<file path="config.mk">
export PLATFORM = sky130hd
export DESIGN_NAME = lvm_dot
export DESIGN_NICKNAME = d
export VERILOG_FILES = /design/src/hdl/lvm_pkg.sv /design/src/hdl/lvm_dot.sv
export SDC_FILE = /design/constraint.sdc
export NUM_CORES = 2
export LEC_CHECK = 0
export ABC_CLOCK_PERIOD_IN_PS = 9000
export BUFFER_PORTS_ARGS = -buffer_cell sky130_fd_sc_hd__buf_2
export CAP_MARGIN = 0
export CORE_AREA = 8 8 384 386
export CTS_CLUSTER_SIZE = 25
export DETAILED_ROUTE_END_ITERATION = 16
export DIE_AREA = 0 0 392 394
export MAX_ROUTING_LAYER = met4
export PLACE_DENSITY_LB_ADDON = 0.25
export SLEW_MARGIN = 20
export SYNTH_ARGS = -nofsm -noshare
export SYNTH_HDL_FRONTEND = slang
export SYNTH_SLANG_ARGS = --single-unit
export TNS_END_PERCENT = 30
</file>
<file path="constraint.sdc">
create_clock -name clk -period 9 [get_ports clk]
set_input_delay 1.35 -clock clk [delete_from_list [all_inputs] [get_ports clk]]
set_output_delay 1.35 -clock clk [all_outputs]
set_load 0.01 [all_outputs]
</file>
<file path="src/hdl/lvm_pkg.sv">
// ----------------------------------------------------------------------------
// Look-at view matrix package
// Formats, widths, shared types and rounding and saturation helpers of the look-at block.
// ----------------------------------------------------------------------------
package lvm_pkg;

	localparam int FRAC_BITS = 16;
	localparam int IN_W      = 24;
	localparam int AXIS_W    = 18;
	localparam int OFS_W     = 25;

	localparam int DIF_W  = IN_W + 1;
	localparam int PROD_W = IN_W + AXIS_W;
	localparam int CRS_W  = PROD_W + 1;
	localparam int DOT_W  = PROD_W + 2;
	localparam int POS_W  = $clog2(CRS_W);
	localparam int NM_W   = 25;
	localparam int SUM_W  = 2 * NM_W + 2;
	localparam int SQ_W   = NM_W + 1;
	localparam int DIV_W  = SQ_W + FRAC_BITS + 1;
	localparam int Q_W    = FRAC_BITS + 1;
	localparam int CMP_W  = (Q_W > AXIS_W) ? Q_W : AXIS_W;
	localparam int AXIS_MAX = (1 << (AXIS_W - 1)) - 1;

	localparam logic signed [DOT_W-1:0] AX_HI = DOT_W'((64'sd1 <<< (AXIS_W - 1)) - 64'sd1);
	localparam logic signed [DOT_W-1:0] AX_LO = DOT_W'(-(64'sd1 <<< (AXIS_W - 1)));
	localparam logic signed [DOT_W-1:0] OF_HI = DOT_W'((64'sd1 <<< (OFS_W - 1)) - 64'sd1);
	localparam logic signed [DOT_W-1:0] OF_LO = DOT_W'(-(64'sd1 <<< (OFS_W - 1)));

	typedef logic signed [IN_W-1:0]   in_t;
	typedef logic signed [AXIS_W-1:0] axis_t;
	typedef logic signed [OFS_W-1:0]  ofs_t;
	typedef logic signed [CRS_W-1:0]  crs_t;

	typedef struct packed {
		logic [2:0][IN_W-1:0]   eye;
		logic [2:0][IN_W-1:0]   aux;
		logic [2:0][AXIS_W-1:0] axis;
	} tag_t;

	// divide by 2^FRAC_BITS, round half away from zero
	function automatic logic signed [DOT_W-1:0] rnd_frac(input logic signed [DOT_W-1:0] x);
		logic [DOT_W-1:0] m;
		logic [DOT_W-1:0] r;
		m = x[DOT_W-1] ? DOT_W'(-x) : DOT_W'(x);
		r = (m + (DOT_W'(1) << (FRAC_BITS - 1))) >> FRAC_BITS;
		return x[DOT_W-1] ? -$signed(r) : $signed(r);
	endfunction

	function automatic axis_t sat_axis(input logic signed [DOT_W-1:0] x);
		if (x > AX_HI) return AXIS_W'(AX_HI);
		if (x < AX_LO) return AXIS_W'(AX_LO);
		return AXIS_W'(x);
	endfunction

	function automatic ofs_t sat_ofs(input logic signed [DOT_W-1:0] x);
		if (x > OF_HI) return OFS_W'(OF_HI);
		if (x < OF_LO) return OFS_W'(OF_LO);
		return OFS_W'(x);
	endfunction

endpackage

</file>
<file path="src/hdl/lvm_dot.sv">
// ----------------------------------------------------------------------------
// Offset unit
// Negated dot product of an axis with the eye point, rounded and saturated.
// ----------------------------------------------------------------------------
module lvm_dot (
	input  logic           clk,
	input  lvm_pkg::axis_t axis [3],
	input  lvm_pkg::in_t   eye [3],
	output lvm_pkg::ofs_t  ofs
);
	localparam int PW = lvm_pkg::PROD_W;
	localparam int DW = lvm_pkg::DOT_W;

	logic signed [PW-1:0] p_s1 [3];
	logic signed [DW-1:0] sum_s2;

	always_ff @(posedge clk) begin
		for (int i = 0; i < 3; i++) begin
			p_s1[i] <= axis[i] * eye[i];
		end
		sum_s2 <= DW'(p_s1[0]) + DW'(p_s1[1]) + DW'(p_s1[2]);
		ofs    <= lvm_pkg::sat_ofs(lvm_pkg::rnd_frac(-sum_s2));
	end

endmodule

</file>
==> impl_metrics.ini <==
[run_status]
outcome = finished clean

[critical_path]
startpoint_type = primary input
critPathTopFamily = adder cells
worst_path_max_delay_cell = a2111oi_0
crit_type = in2reg
cp_max_fo = 24
cp_num_buf_inv = 4
cp_slowest_stage_delay_ns = 0.71
path_common_cell = fa_1
worstPathRequired_ns = 9.35
end_kind = register
crit_arrival_ns = 8.64

[clocking]
cts_sinks = 195
clock-root-buffer = clkbuf_16
path_clk_slew_ns = 0.09
numCtsBuffers = 17
cts_resized = 0
cts_tree = done
clock_latency_ns = 0.47
cts_buffer_depth = 2
htreeDepth = 4
cts_setup_buffers = 0
holdBufCountCts = 0

[timing]
post-route-min-period_ns = 8.29
report.final.slew_viol_count = 0
finalHoldViolations = 0
rsz0062_at_grt = false
slew_headroom_pct = 38.8
tightest_slew_ns = 0.910
finalSetupTns_ns = 0
setup-violations-final = 0
fmax_mhz = 121
finalClockSkew_ns = 0.0159
period_share_pct = 92.1

[hold_path]
min_path_type = reg2reg

[synth]
yosysWarnings = 0
syn_area_um2 = 56100
post-synth-top-count-cell = fa_1
avgSynthCellArea_um2 = 9.16
ys_seq_area_share_pct = 6.96
ys_types = 109
syn-num-nets = 7932
async_flop_share_pct = 0
yosysTopAreaCell = fa_1
synth_seq_cells = 195
synthFlopType = dfxtp_1
synth_top_area_share_pct = 47.0
yosys-top-cells-area = fa_1, inv_1, ha_1, dfxtp_1, nand2_1
synthTopCellsByCount = fa_1, inv_1, nand2_1
syn_inst = 6126
synth_edf_count = 0

[detailed_routing]
via_count = 40200
finalWirelength_mm = 140
final_antenna_net_count = 0
avgRoutedWirePerCell_um = 17.6
initialDrtViolationCount = 2284
routed_via_density = 5.04
first_pass_iters = 6
drc = 0

[die]
die_area_um2 = 154000
initial_core_util_pct = 39.8
die_w_um = 392
die_h_um = 394
core_area_um2 = 141000
num_rows = 138
pin_count = 152

[grt]
grt_usage_pct = 19.1
grt_pass1_wl_mm = 232
grt_pass1_vias = 43700
overflow = 0
antenna_found_initial = 1
grt_max_degree = 33

[finish]
nFillCells = 14100
finalNetCount = 7888
syn_to_final_growth_pct = 5.60
drive_gt1_share_pct = 5.53

[placed_design]
gp_congestion = 0.910
numPortBuffers = 151
post-dp-hpwl_mm = 117

[flow_run]
drv_cap = 0
## placed cells by master (no fill, tap or decap), types with 9 or more instances in the layout
master	instances
fa_1	1318
inv_1	1300
nand2_1	930
and2_1	408
ha_1	361
xnor2_1	203
dfxtp_1	195
buf_2	151
nor2_1	149
a21oi_1	128
nand2b_1	94
o21ai_0	77
nor3_1	65
nand3_1	64
xor2_1	58
buf_4	53
or3_1	38
o21a_1	31
a21o_1	31
nor4_1	23
a31oi_1	23
nand4_1	20
o31ai_2	20
nor2b_1	18
o31ai_1	18
and3_1	17
clkbuf_16	17
o21bai_1	16
a211oi_1	14
or2_2	13
o211ai_1	12
o41ai_1	11
a21boi_0	10
and4_1	9
or4_1	9
o2111ai_1	9
a41oi_1	9
## path summary, 6_finish.rpt
check,from,end,slack (ns),cells after the start
worst min-delay path,p_s1[0][0]$_DFF_P_,sum_s2[0]$_DFF_P_,0.63,3
worst min register to register,p_s1[0][0]$_DFF_P_,sum_s2[0]$_DFF_P_,0.63,3
worst max register to register,sum_s2[5]$_DFF_P_,ofs[3]$_SDFF_PN1_,1.93,19
worst max-delay path,axis[3],p_s1[0][125]$_DFF_P_,0.71,26
## cell type report
class	instances	area, µm²	area share [%]
Timing Repair Buffer	205	1170	1.98
Clock buffer	17	425	0.718
Tap cell	1890	2360	3.99
Sequential cell	195	3900	6.59
Antenna cell	1	2.50	0.00422
Clock inverter	15	234	0.395
Multi-Input combinational cell	4362	46300	78.1
Inverter	1301	4880	8.24
## state kept, by name, indices dropped and copies added, names as in the netlist
register,count
ofs,25
sum_s2,44
p_s1,126
## worst min-delay path, stage by stage, from the launching register on
cell and delay, ns:
dfxtp_1 0.31, inv_1 0.08, fa_1 0.16, inv_1 0.03
## layer usage
metal	wire length, µm	track usage (%)
met1	62100	25.5
met3	6390	1.70
met2	68500	31.8
met5	0	-
met4	3290	4.13
## logic make-up after synthesis
group	Yosys count	synth area share (%)
simple gates	1922	17.0
fa+ha+maj	1679	55.1
buf+inv	1569	10.6
compound gates	495	6.21
xor+xnor	263	4.13
flops	195	6.96
mux	3	0.0557
## through the flow
| step | area [µm²] | hold WS (ns) | utilization, % | setup WS (ns) | instances |
|---|---|---|---|---|---|
| 5_1_grt | 59300 | 0.678 | 42.1 | 0.314 | 7986 |
| 2_1_floorplan | 56100 | 0.549 | - | 0.753 | 6126 |
| 6_report | 59300 | 0.631 | 42.1 | 0.707 | 7986 |
| 4_1_cts | 59300 | 0.632 | 42.1 | 0.753 | 7985 |
| 3_3_place_gp | 58600 | 0.606 | 41.6 | 0.379 | 7953 |
| 3_5_place_dp | 58600 | 0.615 | 41.6 | 0.276 | 7953 |
Power is not shown: default switching activity piles up to over one toggle a cycle in this logic, so the estimate is an artifact.
